### src/srpf_pkg.sv
package srpf_pkg;

	// Positions use the low bits of each coordinate port, at most 32 of them.
	localparam int COORD_WIDTH = 32;
	localparam int PosBits = (COORD_WIDTH < 32) ? COORD_WIDTH : 32;
	localparam logic [31:0] PosMask = 32'((64'd1 << PosBits) - 64'd1);

	// One root bit per square-root stage, one quotient bit per divider stage.
	localparam int SqrtSteps = 32;
	localparam int DivSteps = 63;

	// Configuration register indexes.
	localparam logic [1:0] RegCutoff = 2'd0;
	localparam logic [1:0] RegMinRadius = 2'd1;
	localparam logic [1:0] RegInvMass = 2'd2;

	localparam logic [63:0] SatPos = 64'h7FFF_FFFF_FFFF_FFFF;
	localparam logic [63:0] SatNeg = 64'h8000_0000_0000_0000;

	// Geometry of one pair after the distance check and clamp.
	typedef struct packed {
		logic [63:0] r2;
		logic [31:0] xmag;
		logic [31:0] ymag;
		logic        xneg;
		logic        yneg;
		logic        in_range;
		logic        zero;
	} geom_t;

	typedef struct packed {
		logic signed [63:0] ax;
		logic signed [63:0] ay;
		logic               in_range;
	} result_t;

endpackage

### src/srpf_outbuf.sv
module srpf_outbuf (
	input  logic              clk,
	input  logic              arst_n,
	input  logic              push,
	input  srpf_pkg::result_t din,
	input  logic              stall,
	output logic              valid,
	output srpf_pkg::result_t dout,
	output logic              full
);

	logic [1:0] cnt_q;
	logic       wp_q;
	logic       rp_q;
	srpf_pkg::result_t mem_q [2];
	logic pop;

	assign valid = cnt_q != 2'd0;
	assign full = cnt_q == 2'd2;
	assign pop = valid && !stall;
	assign dout = mem_q[rp_q];

	always_ff @(posedge clk or negedge arst_n) begin
		if (!arst_n) begin
			cnt_q <= 2'd0;
			wp_q <= 1'b0;
			rp_q <= 1'b0;
		end else begin
			if (push) begin
				wp_q <= !wp_q;
			end
			if (pop) begin
				rp_q <= !rp_q;
			end
			if (push && !pop) begin
				cnt_q <= cnt_q + 2'd1;
			end else if (pop && !push) begin
				cnt_q <= cnt_q - 2'd1;
			end
		end
	end

	always_ff @(posedge clk) begin
		if (push) begin
			mem_q[wp_q] <= din;
		end
	end

endmodule

### config.mk
export PLATFORM = sky130hd
export DESIGN_NAME = srpf_outbuf
export DESIGN_NICKNAME = d
export VERILOG_FILES = /design/src/srpf_pkg.sv /design/src/srpf_outbuf.sv
export SDC_FILE = /design/constraint.sdc
export NUM_CORES = 1
export LEC_CHECK = 0
export BUFFER_PORTS_ARGS = -buffer_cell sky130_fd_sc_hd__buf_2
export CAP_MARGIN = 20
export CORE_MARGIN = 4
export CORE_UTILIZATION = 35
export DETAILED_ROUTE_END_ITERATION = 6
export GPL_ROUTABILITY_DRIVEN = 0
export MAX_ROUTING_LAYER = met4
export PLACE_DENSITY = 0.69
export SYNTH_ARGS = -nofsm -noshare
export SYNTH_HDL_FRONTEND = slang
export SYNTH_SLANG_ARGS = --single-unit
export TNS_END_PERCENT = 20
### constraint.sdc
create_clock -name clk -period 20.6 [get_ports clk]
set_input_delay 2.06 -clock clk [delete_from_list [all_inputs] [get_ports clk]]
set_output_delay 2.06 -clock clk [all_outputs]
set_load 0.03 [all_outputs]
Word level (Yosys, flattened, before mapping)
Memory sizes are Yosys's and may differ from the RTL's.
Cells that the tools add are included.
W data, S select, Z words.
{"block": "word_totals", "register_bits": 4, "mem_bits_rw": 258, "out_inout_bits": 131, "n_memories": 1}
{"block": "classes", "addsub": 2, "eq_ne": 1, "muxes": 4, "n_reduce_logical": 10}
{"memory": "mem_q", "words": 2, "width": 129, "rd": 1, "rd_ports_with_merged_regs": 0, "write_ports": 1, "line": "srpf_outbuf.sv:15", "source": "srpf_pkg::result_t mem_q [2];"}
{"op": "$logic_not A1 Y1", "count": 5}
{"op": "$mux W2", "count": 2}
{"op": "$reduce_bool A2 Y1", "count": 2}
{"op": "$logic_and A1 B1 Y1", "count": 3}
{"op": "$add A2 B1 Y2 const B", "count": 1}
{"op": "$eq A2 B2 Y1 const B", "count": 1}
{"op": "$mux W1", "count": 2}
{"op": "$sub A2 B1 Y2 const B", "count": 1}

Logic depth before layout (Yosys ltp)
Gate-level depths: netlist of run 1.
{"block": "depth", "word_depth": 5, "mapped_depth": 6, "depth_no_buf": 6}

Worst setup path before layout of run 1
No wires, ideal clock.
{"block": "synth_timing", "kind": "input port to flip-flop", "from": "in push", "to": "mem mem_q[0][0] (netlist bit), enable pin", "arrival_time_ps": 7651, "required_ps": 19966, "slack_ps": 12315, "cell_stages": 1, "cell_sequence": "nor2b_1"}
{"block": "synth_via", "elab_chain_cells": 2}
{"item": "start: declaration", "line": "srpf_outbuf.sv:4", "source": "input logic push,"}
{"item": "$mux W1", "line": "srpf_outbuf.sv:44", "source": "if (push) begin"}
{"item": "$mux W1 (not written as such)", "line": "srpf_outbuf.sv:45", "source": "mem_q[wp_q] <= din;"}
{"item": "end: declaration", "line": "srpf_outbuf.sv:15"}
Every way passes these cells.

==> results of run 1 <==
-- stage by stage --
| stage | util | total power, uW | hold WS (ns) | instances | setup slack [ns] |
|---|---|---|---|---|---|
| after detailed placement | 0.416 | 1380 | 0.467 | 1011 | 15.93 |
| final | 0.448 | 1820 | 0.475 | 1065 | 15.44 |
| after global placement | 0.416 | 1370 | 0.461 | 1011 | 15.95 |
| after floorplan | - | 1230 | 0.447 | 417 | 12.31 |
| after CTS | 0.448 | 1850 | 0.478 | 1062 | 15.35 |
| after global routing | 0.448 | 1910 | 0.518 | 1065 | 15.27 |
-- per-layer routing --
metal	vias to the layer above	global-route usage	wire, um
li1	2240	-	-
met1	2362	0.155	7710
met2	204	0.206	9190
met3	39	0.0391	1620
met4	0	0.0379	473
met5	-	-	0
-- how the worst max path moves through the flow --
stage               cells after the start           to  slack [ns]  startpoint
CTS                                     3     dout[90]       15.35        rp_q
detailed placement                      3     dout[90]       15.93        rp_q
floorplan                               1  mem_q[0][0]       12.31        push
global placement                        3     dout[90]       15.95        rp_q
finish                                  3    dout[114]       15.44        rp_q
global route                            3    dout[122]       15.27        rp_q
-- cell families after synthesis --
| kind of cell | after synthesis | share of synthesized area |
|---|---|---|
| buf+inv | 14 | 0.0142 |
| fa+ha+maj | 1 | 0.00131 |
| xor+xnor | 5 | 0.00460 |
| mux | 129 | 0.152 |
| flops | 262 | 0.824 |
| simple gates | 6 | 0.00368 |
-- sequential cells by signal, indices dropped and copies added (netlist names) --
name   count
rp_q       1
wp_q       1
cnt_q      2
mem_q    258
-- synth_stat cells --
library cell | count | area (um2)
nand2b_1 | 1 | 6.26
buf_4 | 1 | 7.51
ha_1 | 1 | 12.5
mux2_2 | 129 | 1450
and2_1 | 1 | 6.26
xor2_1 | 3 | 26.3
nor2_1 | 1 | 3.75
or2_2 | 1 | 6.26
xnor2_1 | 2 | 17.5
buf_2 | 3 | 15.0
buf_6 | 10 | 113
edfxtp_1 | 258 | 7750
nor2b_1 | 2 | 12.5
dfrtp_1 | 4 | 100
-- power by group through the flow --
stage | Sequential, uW | Combinational (uW) | Clock [uW]
final | 755 | 600 | 461
after global routing | 767 | 637 | 501
after global placement | 763 | 609 | 0
after detailed placement | 768 | 609 | 0
after floorplan | 752 | 477 | 0
after CTS | 758 | 612 | 478
-- critical path, cell delays in order, from the launching register on --
cell	delay, ns
dfrtp_4	0.96
buf_4	0.82
mux2_2	0.44
buf_2	0.18
-- area by class of cell --
type                       instances  share of cell area
antenna                            3            0.000624
clock buffer                      37              0.0628
clock inverter                    14             0.00790
multi-input combinational        141               0.129
sequential                       262               0.652
tap                              341              0.0354
timing repair buffer             267               0.112
==> results.cfg, run 1 <==
[cts]
post-cts-setup-buffer-count = 0
htreeDepth = 1
clk_pin_slew_worst_paths_ns = 0.05
clock_latency_ns = 0.53
cts_buffers = 28
cts_root_buf = clkbuf_16
cts_buffer_depth = 3
cts_tree = yes
cts-resized-gates = 0
holdBufCountCts = 0
clkSinkCount = 262

[pwr]
vdd_ir_drop_max_v = 0.000107
clockPowerShare = 0.254
combPwrFrac = 0.330
power_leakage_uw = 0.00448
power.density_mw_per_mm2 = 151
power.switching_uw = 632
power_frac_seq = 0.416
sw_frac_of_total = 0.348
internal_power_uw = 1180

[min_path]
holdPathStages = 1
hold_class = flip-flop to flip-flop
hold_path.startpoint = cnt_q[1]
min_to = cnt_q[1]

[detailed_routing]
route.detailed.drc = 0
viasPerCell = 4.55
vias = 4845
firstDrtPassIters = 6
drt_iter0_markers = 263
wire_per_inst_um = 17.8
routed_wl_um = 19000
antenna_left = 0

[grt]
grt_first_pass_wirelength_um = 29700
grt_pass1_vias = 5284
grt_overflow = 0
grt_max_degree = 72
track_usage = 0.127
antenna_found_initial = 3

[sta]
rsz0062_at_grt = false
max-slew-margin-rel = 0.325
worst_pin_slew_ns = 1.01
setup_viol = 0
worst_clock_skew_ns = 0.0121
fin_tns_setup_ns = 0
max_freq_mhz = 194
hold_viol = 0
period_needed_ns = 5.16
slew_violations = 0
finalCritPeriodShare = 0.251

[final_layout]
layout_commonest_cell = buf_2
area_growth_pct = 26.3
area.sequential_mm2 = 0.00785
multi_input_area_mm2 = 0.00155
num-fill-cells = 2332
nets = 834
drive_above_1_share = 0.606
final_area_mm2 = 0.0120
mostFrequentLayoutCells = buf_2, edfxtp_1, mux2_2, clkbuf_16, clkbuf_1

[job]
maxCapViolations = 0

[setup_path]
path_class = flip-flop to output pin
ff2ff_path_depth = 2
cp_data_required_time_ns = 18.54
r2r_end = mem_q[1][111]
startpoint_type = flip-flop
crit_fanout = 69
cp-end-kind = output pin
crit_arrival_ns = 3.10
reg2reg_from = wp_q
r2r_slack_ns = 18.10

[outcome]
run_status = completed

[yosys]
yosys_warnings = 0
ys_seq_area_frac = 0.824
synth_nets = 551
ys_ff_latch = 262
postSynthAreaPerCell_um2 = 22.8
netlist_instances = 417
ys_types = 14
synth_area_mm2 = 0.00953

[floorplanning]
core_mm2 = 0.0269
dieArea_mm2 = 0.0299
die_h_um = 173
rows = 60
ios = 264
die_w_um = 173
initial_utilization = 0.354

[place]
hpwl_um = 12300
postPlaceCellArea_mm2 = 0.0112
io_buffers = 263
No activity file was read; power rests on OpenSTA's default activity.
==> run 2, diff against run 1 <==
==> constraint.sdc (replaced) <==
create_clock -name clk -period 4.8 [get_ports clk]
set_input_delay 0.48 -clock clk [delete_from_list [all_inputs] [get_ports clk]]
set_output_delay 0.48 -clock clk [all_outputs]
set_load 0.03 [all_outputs]
==> results.cfg, run 2 (same netlist as run 1, synthesis figures left out) <==
[sta]
slew_violations = 0
max_freq_mhz = 356
fin_tns_setup_ns = 0
finalCritPeriodShare = 0.585
hold_viol = 0
worst_pin_slew_ns = 0.866
period_needed_ns = 2.81
setup_viol = 0
rsz0062_at_grt = false
max-slew-margin-rel = 0.423
worst_clock_skew_ns = 0.00456

[cts]
cts_buffer_depth = 3
cts_root_buf = clkbuf_16
clk_pin_slew_worst_paths_ns = 0.06
cts_tree = yes
cts_buffers = 27
clock_latency_ns = 0.51
clkSinkCount = 262
htreeDepth = 1

[detailed_routing]
vias = 4812
drt_iter0_markers = 255
antenna_left = 0
wire_per_inst_um = 17.1
route.detailed.drc = 0
viasPerCell = 4.54
routed_wl_um = 18100
firstDrtPassIters = 4

[min_path]
holdPathStages = 1
hold_path.startpoint = din[40]
hold_class = primary input to flip-flop
min_to = mem_q[0][40]

[final_layout]
nets = 833
drive_above_1_share = 0.605
num-fill-cells = 2338
layout_commonest_cell = buf_2
largest_reg_flops = 258
area_growth_pct = 26.1
top_regs = mem_q: 258 flops, cnt_q: 2 flops
mostFrequentLayoutCells = buf_2, edfxtp_1, mux2_2, clkbuf_16
top_register = mem_q

[floorplanning]
die_h_um = 173
die_w_um = 173
core_mm2 = 0.0269
ios = 264
rows = 60
dieArea_mm2 = 0.0299
initial_utilization = 0.354

[pwr]
power_uw = 7690
power.density_mw_per_mm2 = 640
power_leakage_uw = 0.00448
vdd_ir_drop_max_v = 0.000431

[setup_path]
r2r_slack_ns = 2.75
cp-end-kind = output pin
crit_arrival_ns = 2.33
crit_fanout = 115
r2r_end = mem_q[1][5]
cp_data_required_time_ns = 4.32
startpoint_type = flip-flop
path_class = flip-flop to output pin
reg2reg_from = wp_q
cp_slowest_cell = dfrtp_4
ff2ff_path_depth = 2
slowest_delay_ns = 0.56
path_cells = buf_12 -> mux2_2 -> buf_2

[place]
io_buffers = 263
hpwl_um = 11500

[job]
maxCapViolations = 0

[grt]
antenna_found_initial = 1
grt_first_pass_wirelength_um = 28100
grt_pass1_vias = 5232
grt_max_degree = 130
track_usage = 0.119
grt_overflow = 0

[outcome]
run_status = completed
-- run 2: cell count changes in the layout (fill, tap and decap cells not counted) --
cell / delta
clkinvlp_4: -2
dlygate4sd3_1: +1
clkinv_2: +3
clkbuf_1: -2
buf_12: +3
diode_2: -2
buf_4: -4
clkinv_1: +1
clkbuf_16: -2
-- run 2: layer usage --
metal	wire, um	global-route usage
met5	0	-
met4	465	0.0386
met3	1760	0.0426
met2	8560	0.187
met1	7340	0.145
-- run 2: worst max-delay path by stage --
stage               startpoint             to  slack, ns  depth (start not counted)
detailed placement        push   mem_q[1][11]       2.52                          3
finish                    rp_q       dout[36]       1.99                          3
global placement          push  mem_q[1][107]       2.53                          3
CTS                       rp_q       dout[48]       1.96                          3
global route              rp_q       dout[57]       1.90                          3
floorplan                 push    mem_q[0][0]       0.52                          1
-- run 2: timing repair --
item / CTS / global route
hold endpoints to repair: 4 / 0
gates resized for setup: 0 / 0
hold buffers: 1 / 0
buffers inserted: 0 / 0
-- run 2: power by group --
group / switching (uW) / internal [uW]
clock: 790 / 1080
sequential: 119 / 3040
combinational: 1760 / 897
total: 2670 / 5020
-- run 2: cell type report --
type                    instances  area [um2]  area share
flip-flops and latches        262        7850       0.653
clock inverters                16        98.8     0.00822
clock buffers                  33         698      0.0581
multi-input cells             141        1550       0.129
well taps                     341         427      0.0355
repair buffers                267        1390       0.115
diodes                          1        2.50    0.000208
-- run 2: critical path: cells and delay by family, from the launching register on --
| kind | cells | cell delay, ns |
|---|---|---|
| DFF | 1 | 0.56 |
| buffers and inverters | 2 | 0.68 |
| muxes | 1 | 0.42 |
-- run 2: stage by stage --
| stage | hold WS (ns) | instance area (um2) | util | setup WS (ns) | instances |
|---|---|---|---|---|---|
| floorplan | 0.184 | 9530 | - | 0.519 | 417 |
| global placement | 0.296 | 11200 | 0.417 | 2.53 | 1010 |
| detailed placement | 0.300 | 11200 | 0.417 | 2.52 | 1010 |
| CTS | 0.106 | 12000 | 0.447 | 1.96 | 1060 |
| global route | 0.112 | 12000 | 0.447 | 1.90 | 1061 |
| finish | 0.147 | 12000 | 0.447 | 1.99 | 1061 |
==> run 3, diff against run 2 <==
--- a/config.mk
+++ b/config.mk
@@ -5,6 +5,7 @@
 export SDC_FILE = /design/constraint.sdc
 export NUM_CORES = 1
 export LEC_CHECK = 0
+export ABC_AREA = 1
 export BUFFER_PORTS_ARGS = -buffer_cell sky130_fd_sc_hd__buf_2
 export CAP_MARGIN = 20
 export CORE_MARGIN = 4
@@ -12,7 +13,7 @@
 export DETAILED_ROUTE_END_ITERATION = 6
 export GPL_ROUTABILITY_DRIVEN = 0
 export MAX_ROUTING_LAYER = met4
-export PLACE_DENSITY = 0.69
+export PLACE_DENSITY = 0.71
 export SYNTH_ARGS = -nofsm -noshare
 export SYNTH_HDL_FRONTEND = slang
 export SYNTH_SLANG_ARGS = --single-unit
==> constraint.sdc (replaced) <==
create_clock -name clk -period 2.3 [get_ports clk]
set_input_delay 0.23 -clock clk [delete_from_list [all_inputs] [get_ports clk]]
set_output_delay 0.23 -clock clk [all_outputs]
set_load 0.03 [all_outputs]
==> results.cfg, run 3 <==
[outcome]
run_status = completed

[sta]
max_freq_mhz = 460
max-slew-margin-rel = 0.632
rsz0062_at_grt = false
setup_viol = 0
period_needed_ns = 2.17
finalCritPeriodShare = 0.945
worst_pin_slew_ns = 0.552
slew_violations = 0
hold_viol = 0
worst_clock_skew_ns = 0.0117

[setup_path]
cp_data_required_time_ns = 2.07
cp-end-kind = output pin
startpoint_type = flip-flop
path_cells = inv_4 -> buf_12 -> nand2_1 -> nand2_1 -> buf_2
crit_arrival_ns = 1.94
path_buf_inv = 3
crit_top_cell = nand2_1
crit_fanout = 48
slowest_delay_ns = 0.51
cp_slowest_cell = dfrtp_4
path_delay_family = buffers and inverters
path_class = flip-flop to output pin

[yosys]
synth_nets = 837
synth-simple-area-share = 0.157
synth_ff_type = edfxtp_1
ys_seq_area_frac = 0.815
synthAdderAreaFrac = 0.00130
netlist_instances = 703
synth-xor-area-share = 0.00182
synthMuxAreaShare = 0
yosysMostFrequentCell = nand2_1
synth_top_cell_by_area = edfxtp_1
ys_types = 15
yosys_warnings = 0
synth_edf_count = 258
postSynthAreaPerCell_um2 = 13.7
synth_area_mm2 = 0.00963
synth_compound_area_frac = 0
ys_ff_latch = 262
netlist_top_cells_area = edfxtp_1, nand2_1, buf_6
synth_top_family_by_area = simple AND/OR/NAND/NOR gates
synth_top_area_share = 0.804
synthTopCellsByCount = nand2_1, edfxtp_1, buf_2
async_reset_ff_frac = 0.0153

[cts]
cts_tree = yes
clk_pin_slew_worst_paths_ns = 0.05
cts_buffer_depth = 3
clock_latency_ns = 0.52
post-cts-setup-buffer-count = 0
clkSinkCount = 262
cts_buffers = 27
cts_root_buf = clkbuf_16
htreeDepth = 1

[detailed_routing]
routed_wl_um = 23000
vias = 6541
drt_iter0_markers = 420
route.detailed.drc = 0
viasPerCell = 4.46
firstDrtPassIters = 4
antenna_left = 0
wire_per_inst_um = 15.7

[place]
hpwl_um = 13500
postPlaceCellArea_mm2 = 0.0113
io_buffers = 263
dp.cells = 1286

[job]
maxCapViolations = 0

[floorplanning]
die_w_um = 174
core_mm2 = 0.0270
initial_utilization = 0.356
ios = 264
die_h_um = 174
dieArea_mm2 = 0.0302
rows = 60

[grt]
grt_max_degree = 131
antenna_found_initial = 2
grt_pass1_vias = 6819
grt_util_met2 = 0.255
met1_usage = 0.179
grt_first_pass_wirelength_um = 36000
use_met3 = 0.0326
track_usage = 0.150
top_usage_layer = met2
grt_overflow = 0

[final_layout]
fin_cells = 1468
final_area_mm2 = 0.0135
mostFrequentLayoutCells = nand2_1, buf_2, edfxtp_1, dlygate4sd3_1, clkbuf_16
layout_commonest_cell = nand2_1
top_register = mem_q
top_regs = mem_q: 258 flops, cnt_q: 2 flops
nets = 1240
largest_reg_flops = 258
area_growth_pct = 40.3
drive_above_1_share = 0.276

[pwr]
combPwrFrac = 0.387
power_leakage_uw = 0.00578
vdd_ir_drop_max_v = 0.00110
power.density_mw_per_mm2 = 1300
power_frac_seq = 0.375
clockPowerShare = 0.238
internal_power_uw = 10600
sw_frac_of_total = 0.398
power.switching_uw = 6970

[min_path]
hold_class = primary input to async pin
==> run 3: cell count changes after synthesis, sizes merged, moves of 2 or more <==
cell,delta
buf,+14
nor2b,-2
nand3,+2
inv,+8
nand2,+396
xor2,-2
mux2,-129
==> run 3: layout make-up <==
| type | count | area, um2 |
|---|---|---|
| Inverter | 8 | 36.3 |
| Multi-Input combinational cell | 404 | 1550 |
| Clock buffer | 32 | 694 |
| Clock inverter | 16 | 148 |
| Timing Repair Buffer | 403 | 2810 |
| Sequential cell | 262 | 7850 |
| Fill cell | 2229 | 13500 |
| Tap cell | 341 | 427 |
| Antenna cell | 2 | 5.00 |
==> run 3: worst paths after layout <==
| kind | startpoint | cells after the start | slack, ns | end |
|---|---|---|---|---|
| setup / recovery | rp_q | 5 | 0.13 | dout[13] |
| hold / removal | arst_n | 2 | 0.05 | cnt_q[1] |
| setup reg to reg | wp_q | 3 | 0.94 | mem_q[1][42] |
| hold reg to reg | cnt_q[1] | 2 | 0.47 | cnt_q[1] |
| max in group asynchronous | arst_n | 2 | 2.12 | rp_q |
| min in group clk | din[27] | 2 | 0.43 | mem_q[1][27] |
==> run 3: kinds of logic after synthesis <==
kind of cell               after synthesis
xor gates and xnor gates                 2
buffers and inverters                   37
adders and majority gates                1
and+or+nand+nor                        401
DFF                                    262
==> run 3: per-layer routing <==
metal / routed length, um / share of wire
met1: 9100 / 0.40
met2: 11500 / 0.50
met3: 1610 / 0.070
met4: 803 / 0.035
met5: 0 / 0
==> run 3: worst reg2reg max path, cell delays in order (launching register included) <==
cell and delay (ns):
dfrtp_1 0.43, nand2_2 0.09, clkinvlp_4 0.11, buf_12 0.31
==> run 3: metrics by stage <==
stage / power, uW / worst slack (ns) / TNS (ns) / util / hold WS [ns]
after floorplan: 11300 / -0.490 / -122.01 / - / -0.0656
after global placement: 13200 / 0.693 / 0 / 0.420 / 0.0398
after detailed placement: 13300 / 0.684 / 0 / 0.420 / 0.0422
after CTS: 17700 / 0.0777 / 0 / 0.500 / 0.00735
after global routing: 18500 / 0.0178 / 0 / 0.500 / 0.0519
final: 17500 / 0.127 / 0 / 0.500 / 0.0483
==> run 3: repair_timing <==
item,in CTS,in global routing
resized for setup,0,1
hold buffers,132,0
setup endpoints to repair,0,3
endpoints found under the hold margin,264,0
==> run 3: power groups by stage <==
stage               combinational, uW  sequential, uW  clock, uW
finish                           6790            6580       4170
global route                     7320            6650       4500
global placement                 6570            6630          0
detailed placement               6620            6670          0
CTS                              6820            6570       4290
floorplan                        4630            6650          0
